--- src/hdl/iolh_pkg.sv ---
`default_nettype none
package iolh_pkg;

	localparam int TAGS        = 128;
	localparam int TAG_W       = 7;
	localparam int QUEUE_DEPTH = 64;
	localparam int PTR_W       = $clog2(QUEUE_DEPTH);
	localparam int FILL_W      = $clog2(QUEUE_DEPTH + 1);
	localparam int RING_W      = TAG_W + PTR_W;
	localparam int BINS        = 18;
	localparam int BIN_W       = 5;
	localparam int BINCMP_W    = BIN_W + 1;
	localparam int CNT_W       = 32;
	localparam int TS_W        = 64;
	localparam int LAT_W       = 55;
	localparam int DIVISOR     = 1000;
	localparam int REM_W       = 10;

	// divide by 1000 one 16-bit chunk per cycle, msb chunk first
	localparam int CHUNK_W     = 16;
	localparam int CHUNKS      = TS_W / CHUNK_W;
	localparam int CHUNK_CNT_W = $clog2(CHUNKS);
	localparam int LOG_W       = $clog2(CHUNK_W);
	localparam int PART_W      = REM_W + CHUNK_W;
	localparam int RECIP_SHIFT = PART_W + REM_W;
	localparam int RECIP_W     = 27;
	// ceil(2^36 / 1000), exact quotient for any 26-bit partial dividend
	localparam logic [RECIP_W-1:0] RECIP = RECIP_W'(68719477);
	localparam int PROD_W      = PART_W + RECIP_W;
	localparam int STEP_W      = CHUNK_CNT_W + LOG_W;

	typedef enum logic [1:0] {
		OP_ISSUE    = 2'd0,
		OP_COMPLETE = 2'd1,
		OP_READ     = 2'd2
	} op_t;

	typedef enum logic [1:0] {
		STAT_OK    = 2'd0,
		STAT_FULL  = 2'd1,
		STAT_EMPTY = 2'd2,
		STAT_RANGE = 2'd3
	} status_t;

	typedef enum logic [2:0] {
		S_IDLE,
		S_LOOKUP,
		S_FETCH,
		S_DIVIDE,
		S_FINISH
	} ctrl_state_t;

	typedef struct packed {
		logic [PTR_W-1:0]  wp;
		logic [PTR_W-1:0]  rp;
		logic [FILL_W-1:0] fill;
	} qptr_t;

	typedef struct packed {
		logic capture;
		logic push;
		logic pop;
		logic finish_pre;
		logic load_div;
		logic div_step;
		logic finish_post;
	} dp_cmd_t;

	typedef struct packed {
		op_t  op;
		logic full;
		logic empty;
		logic div_last;
	} dp_sts_t;

endpackage
`default_nettype wire

--- src/hdl/iolh_ctrl.sv ---
`default_nettype none
module iolh_ctrl import iolh_pkg::*; (
	input  wire logic    clk,
	input  wire logic    arst_n,
	input  wire logic    start,
	output logic         busy,
	output dp_cmd_t      cmd,
	input  wire dp_sts_t sts
);

	ctrl_state_t state_q;
	ctrl_state_t state_nx;

	always_ff @(posedge clk or negedge arst_n) begin
		if (!arst_n)
			state_q <= S_IDLE;
		else
			state_q <= state_nx;
	end

	always_comb begin
		state_nx = state_q;
		case (state_q)
			S_IDLE: begin
				if (start)
					state_nx = S_LOOKUP;
			end
			S_LOOKUP: begin
				if (sts.op == OP_COMPLETE && !sts.empty)
					state_nx = S_FETCH;
				else
					state_nx = S_IDLE;
			end
			S_FETCH: begin
				state_nx = S_DIVIDE;
			end
			S_DIVIDE: begin
				if (sts.div_last)
					state_nx = S_FINISH;
			end
			S_FINISH: begin
				state_nx = S_IDLE;
			end
			default: begin
				state_nx = S_IDLE;
			end
		endcase
	end

	always_comb begin
		cmd  = '0;
		busy = 1'b1;
		case (state_q)
			S_IDLE: begin
				busy        = 1'b0;
				cmd.capture = start;
			end
			S_LOOKUP: begin
				case (sts.op)
					OP_ISSUE: begin
						cmd.push       = !sts.full;
						cmd.finish_pre = 1'b1;
					end
					OP_COMPLETE: begin
						cmd.pop        = !sts.empty;
						cmd.finish_pre = sts.empty;
					end
					default: begin
						cmd.finish_pre = 1'b1;
					end
				endcase
			end
			S_FETCH: begin
				cmd.load_div = 1'b1;
			end
			S_DIVIDE: begin
				cmd.div_step = 1'b1;
			end
			S_FINISH: begin
				cmd.finish_post = 1'b1;
			end
			default: begin
				cmd = '0;
			end
		endcase
	end

endmodule
`default_nettype wire

--- config.mk ---
export PLATFORM = sky130hd
export DESIGN_NAME = iolh_ctrl
export DESIGN_NICKNAME = d
export VERILOG_FILES = /design/src/hdl/iolh_pkg.sv /design/src/hdl/iolh_ctrl.sv
export SDC_FILE = /design/constraint.sdc
export NUM_CORES = 1
export LEC_CHECK = 0
export BUFFER_PORTS_ARGS = -buffer_cell sky130_fd_sc_hd__buf_4
export CAP_MARGIN = 0
export CORE_AREA = 2 2 39 41
export CTS_BUF_LIST = sky130_fd_sc_hd__clkbuf_8 sky130_fd_sc_hd__clkbuf_16
export CTS_CLUSTER_DIAMETER = 100
export CTS_CLUSTER_SIZE = 30
export DETAILED_ROUTE_END_ITERATION = 8
export DIE_AREA = 0 0 41 43
export GPL_ROUTABILITY_DRIVEN = 0
export REMOVE_ABC_BUFFERS = 1
export SLEW_MARGIN = 20
export SYNTH_ARGS = -nofsm -noshare
export SYNTH_HDL_FRONTEND = slang
export SYNTH_SLANG_ARGS = --single-unit
--- constraint.sdc ---
create_clock -name clk -period 3.3 [get_ports clk]
set_clock_uncertainty 0.15 [all_clocks]
set_input_delay 0.33 -clock clk [delete_from_list [all_inputs] [get_ports clk]]
set_output_delay 0.33 -clock clk [all_outputs]
set_load 0.05 [all_outputs]
==> flow_summary.toml, run 1 <==
[setup_path]
worstPathArrival_ns = 1.45
regToRegStartpoint = "state_q[2]$_DFFE_PN0P_"
path_cells = "or3b_4 -> nor4_4 -> buf_4"
ff2ff_path_depth = 2
cp_top_family = "simple AND/OR/NAND/NOR gates"
endpoint_kind = "primary output"
cp.required_ns = 2.82
crit_path_max_incr_delay_ns = 0.45
critPathKind = "register to primary output"
path_max_fanout = 7
rrSetupSlack_ns = 2.09
path_buf_inv = 1
critical_path.reg2reg.endpoint = "state_q[1]$_DFFE_PN0P_"
cp_slowest_cell = "or3b_4"
startpoint_type = "register"

[die]
io_pins = 16
core_sq_um = 1380
die_x_microns = 41
placementRows = 14
fp.dieH_microns = 43
die_area_sq_um = 1760
start_util = 0.155

[global_routing]
overflow = 0
antenna_found_initial = 0
grt_pass1_wl_microns = 696
grt_max_degree = 9
grt_usage = 0.0664
grt_pass1_vias = 189

[drt]
routedLengthMet1_microns = 222
dr_wl_met3_microns = 45
route.met2.wl_microns = 201
wl_microns = 469
drtIter0Drc = 1
top_layer = "met3"
firstDrtPassIters = 2
viasPerCell = 3.84
num_vias = 219
drc = 0
ant_nets = 0
wl_per_cell_microns = 8.23

[min_path]
hold_end = "state_q[2]$_DFFE_PN0P_"
min_from = "sts[0]"
hold_class = "input pin to register"
min_path_cells = 2

[logic_synthesis]
async_flop_share = 1.00
synthTopCellsByArea = "dfrtp_1, nor4_4, nor3b_1, o2bb2ai_2, nor2b_1"
synth_edf_count = 0
yosysTopAreaCell = "dfrtp_1"
netlist-cell-type-count = 16
synth_seq_cells = 3
netlist.area_leader.share = 0.351
synth_most_common_cell = "dfrtp_1"
synth_ff_type = "dfrtp_1"
netlist_instances = 21
synth_area_per_cell_sq_um = 10.2
seq_area_frac_synth = 0.351
syn_area_sq_um = 214
yosys_warnings = 0
synthTopCellsByCount = "dfrtp_1, nor2_1, nor2b_1, nor3b_1"

[pwr]
p_clk_frac = 0.233
switching_share = 0.488
p_sw_uw = 211
power_uw = 432
p_int_uw = 221
ir_drop_uv = 272
p_leak_nw = 0.197
seq_power_share = 0.171
p_per_area_nw_per_um2 = 1080
combPwrFrac = 0.597

[sta]
fin_crit_ns = 1.93
maxSlewViolCount = 0
period_share = 0.584
hold_viol_final = 0
setup_viol = 0
slew_headroom = 0.870
rsz0062_at_grt = "no"
tightest_slew_ns = 0.195
max_freq_mhz = 519
fin_ws_ns = 1.37
fin_setup_tns_ns = 0

[clock_network]
clk_path_buf_depth = 2
cts_tree = "built"
insertion_delay_ns = 0.21
cts_root_buffer = "clkbuf_8"
postCtsHoldBufs = 1
cts.htree.levels = 1
cts.sink_count = 3
postCtsSetupBuffers = 0
clkSlewWorstSetupHoldPaths_ns = 0.03
ctsResizeCount = 0
numCtsBuffers = 3

[finish]
largest_reg_flops = 3
diodes = 0
final_util = 0.290
nNetsFinal = 50
syn_to_final_growth_pct = 87.7
drive_gt1_frac = 0.512
largestRegisters = "state_q (3)"
fin_area_sq_um = 402
max_flop_register = "state_q"

[run_status]
status = "finished, final reports clean"

[placement]
io_buffers = 15
dpl-instance-area_sq_um = 347
hpwl_microns = 395
place_ws_ns = 1.59

[run]
cap_violations = 0
-- per-stage QoR --
stage	std cells	hold WS [ns]
after floorplan	21	-0.116
after global placement	52	-0.0290
after detailed placement	52	-0.0270
after CTS	57	0.194
after global routing	57	0.198
final	57	0.198
-- worst reg2reg max path: cells and delay by family (launching register included) --
family / cells / cell delay, ns
AND/OR/NAND/NOR: 1 / 0.45
flip-flops: 1 / 0.42
AO/OA/AOI/OAI: 1 / 0.12
-- power groups by stage --
stage / clock, mW / sequential, mW / combinational, mW
final: 0.101 / 0.0738 / 0.258
after global routing: 0.111 / 0.0788 / 0.270
after CTS: 0.104 / 0.0742 / 0.261
after detailed placement: 0 / 0.0747 / 0.260
after global placement: 0 / 0.0729 / 0.260
after floorplan: 0 / 0.0678 / 0.194
-- metal layers --
| metal | up-vias | GRT usage |
|---|---|---|
| met1 | 95 | 0.0712 |
| met4 | 0 | 0.0600 |
| met2 | 11 | 0.0719 |
| met3 | 0 | 0.0628 |
| met5 | - | 0 |
| li1 | 113 | - |
-- cell type report --
cell class	instances	area [sq um]
Multi-Input combinational cell	17	135
Sequential cell	3	75.1
Clock buffer	3	41.3
Tap cell	16	20.0
Fill cell	153	982
Timing Repair Buffer	16	123
Clock inverter	1	3.75
Inverter	1	3.75
-- cells by family after synthesis --
kind of cell,after synthesis,share of synthesized area
DFF,3,0.351
buffers and inverters,1,0.0175
AOI/OAI and AO/OA,3,0.129
and+or+nand+nor,14,0.503
-- worst max path at each step --
stage / slack, ns / endpoint / from / cells after the start
2_1_floorplan: 1.06 / cmd[6] / state_q[2]$_DFFE_PN0P_ / 2
3_3_place_gp: 1.60 / cmd[5] / state_q[0]$_DFFE_PN0P_ / 3
3_5_place_dp: 1.59 / cmd[5] / state_q[0]$_DFFE_PN0P_ / 3
4_1_cts: 1.36 / cmd[5] / state_q[0]$_DFFE_PN0P_ / 3
5_1_grt: 1.27 / cmd[5] / state_q[0]$_DFFE_PN0P_ / 3
6_report: 1.37 / cmd[5] / state_q[2]$_DFFE_PN0P_ / 3
-- layout by cell type (no fill, tap or decap) --
master,n
nand2_1,1
nor3b_1,2
nor2_1,2
nor2b_1,2
o2bb2ai_2,1
nand2b_1,1
dlygate4sd3_1,1
or3b_1,1
and2_1,1
inv_1,2
dfrtp_1,3
and3b_1,1
or3_1,1
nor4_4,1
or3b_4,1
a21oi_1,1
o21bai_1,1
buf_4,15
clkbuf_8,3
Note: power is estimated with default switching activity, not from simulation.
==> run 2: changes to the inputs <==
==> constraint.sdc (replaced) <==
create_clock -name clk -period 1.8 [get_ports clk]
set_clock_uncertainty 0.15 [all_clocks]
set_input_delay 0.18 -clock clk [delete_from_list [all_inputs] [get_ports clk]]
set_output_delay 0.18 -clock clk [all_outputs]
set_load 0.05 [all_outputs]
==> run 2 against run 1 <==
  * Count of clock-buffer cells in the layout unchanged
  * Non-clock buffer count unchanged
  * Die area unchanged
  * Via count unchanged
  * Global-route usage unchanged
  * Flip-flop and latch count unchanged
  * Cell area up 1.9%
  * Cell count unchanged
  * Clock power up 82%
  * Power up 85%
  * Setup slack worse by 1.3 ns
  * Combinational power up 84%
  * Critical path type unchanged
==> flow_summary.toml, run 2 (same netlist as run 1, synthesis figures left out) <==
[sta]
fin_crit_ns = 1.75
hold_viol_final = 0
setup_viol = 0
tightest_slew_ns = 0.204
max_freq_mhz = 571
rsz0062_at_grt = "yes"
fin_setup_tns_ns = 0
period_share = 0.973
maxSlewViolCount = 0
fin_ws_ns = 0.0490
slew_headroom = 0.863

[setup_path]
endpoint_kind = "primary output"
rrSetupSlack_ns = 0.59
regToRegStartpoint = "state_q[2]$_DFFE_PN0P_"
path_max_fanout = 7
worstPathArrival_ns = 1.42
crit_start = "state_q[2]$_DFFE_PN0P_"
critPathKind = "register to primary output"
cp.required_ns = 1.47
startpoint_type = "register"

[min_path]
hold_class = "input pin to register"
min_from = "sts[0]"

[die]
die_x_microns = 41
fp.dieH_microns = 43
core_sq_um = 1380
start_util = 0.155
die_area_sq_um = 1760
io_pins = 16
placementRows = 14

[finish]
syn_to_final_growth_pct = 91.2
largest_reg_flops = 3
diodes = 0
nNetsFinal = 50
largestRegisters = "state_q (3)"
mostFrequentLayoutCells = "buf_4, clkbuf_8, dfrtp_2"
drive_gt1_frac = 0.585
max_flop_register = "state_q"
fin_area_sq_um = 409
layout_commonest_cell = "buf_4"
fill_cells = 153

[clock_network]
numCtsBuffers = 3
cts.sink_count = 3
insertion_delay_ns = 0.21
cts.htree.levels = 1
clk_path_buf_depth = 2
cts_root_buffer = "clkbuf_8"
clkSlewWorstSetupHoldPaths_ns = 0.03
cts_tree = "built"

[placement]
place_ws_ns = 0.241
hpwl_microns = 395
io_buffers = 15
dpl-instance-area_sq_um = 347

[drt]
wl_per_cell_microns = 8.26
drc = 0
firstDrtPassIters = 2
viasPerCell = 3.84
num_vias = 219
wl_microns = 471
drtIter0Drc = 1
ant_nets = 0

[run]
cap_violations = 0

[global_routing]
grt_max_degree = 9
grt_usage = 0.0664
grt_pass1_wl_microns = 696
grt_pass1_vias = 189
antenna_found_initial = 0
overflow = 0

[pwr]
p_per_area_nw_per_um2 = 1950
p_leak_nw = 0.194
power_uw = 800
ir_drop_uv = 515

[run_status]
status = "finished, final reports clean"
## run 2: cell counts in the layout (fill, tap and decap cells not counted)
No cell type changed its count.
## run 2: layer usage
layer / vias to the layer above / share of wire / GRT usage
li1: 113 / - / -
met1: 95 / 0.47 / 0.0712
met2: 11 / 0.43 / 0.0719
met3: 0 / 0.096 / 0.0628
met4: 0 / 0 / 0.0600
met5: - / 0 / 0
## run 2: cell type report
type / count / area [sq um] / share of cell area
clock buffer: 3 / 41.3 / 0.101
tap: 16 / 20.0 / 0.0489
multi-input combinational: 17 / 135 / 0.330
inverter: 1 / 3.75 / 0.00917
timing repair buffer: 16 / 126 / 0.309
clock inverter: 1 / 3.75 / 0.00917
sequential: 3 / 78.8 / 0.193
## run 2: worst paths after layout
path | depth (start not counted) | to
worst min register to register | 1 | state_q[0]$_DFFE_PN0P_
worst max register to register | 2 | state_q[1]$_DFFE_PN0P_
max in group asynchronous | 2 | state_q[2]$_DFFE_PN0P_
worst min-delay path | 2 | state_q[2]$_DFFE_PN0P_
min in group asynchronous | 2 | state_q[0]$_DFFE_PN0P_
worst max-delay path | 3 | cmd[5]
## run 2: report_power, final
| group | leakage (nW) | switching, mW | internal (mW) | total (mW) |
|---|---|---|---|---|
| Clock | 0.0269 | 0.0397 | 0.145 | 0.184 |
| Combinational | 0.132 | 0.306 | 0.169 | 0.475 |
| Sequential | 0.0351 | 0.0416 | 0.0989 | 0.141 |
## run 2: critical path: stages (launching register included)
cell	delay (ns)
dfrtp_2	0.43
or3b_4	0.44
nor4_4	0.15
buf_6	0.19
## run 2: metrics by stage
stage	hold slack (ns)	instances	utilization
after floorplan	-0.266	21	-
after global placement	-0.179	52	0.250
after detailed placement	-0.177	52	0.250
after CTS	0.0443	57	0.290
after global routing	0.0482	57	0.296
final	0.0483	57	0.296
## run 2: what timing repair did
item,CTS,global route
buffers inserted,0,0
hold endpoints to repair,3,0
endpoints found under the setup margin,0,2
resized for setup,0,4
hold buffers,1,0
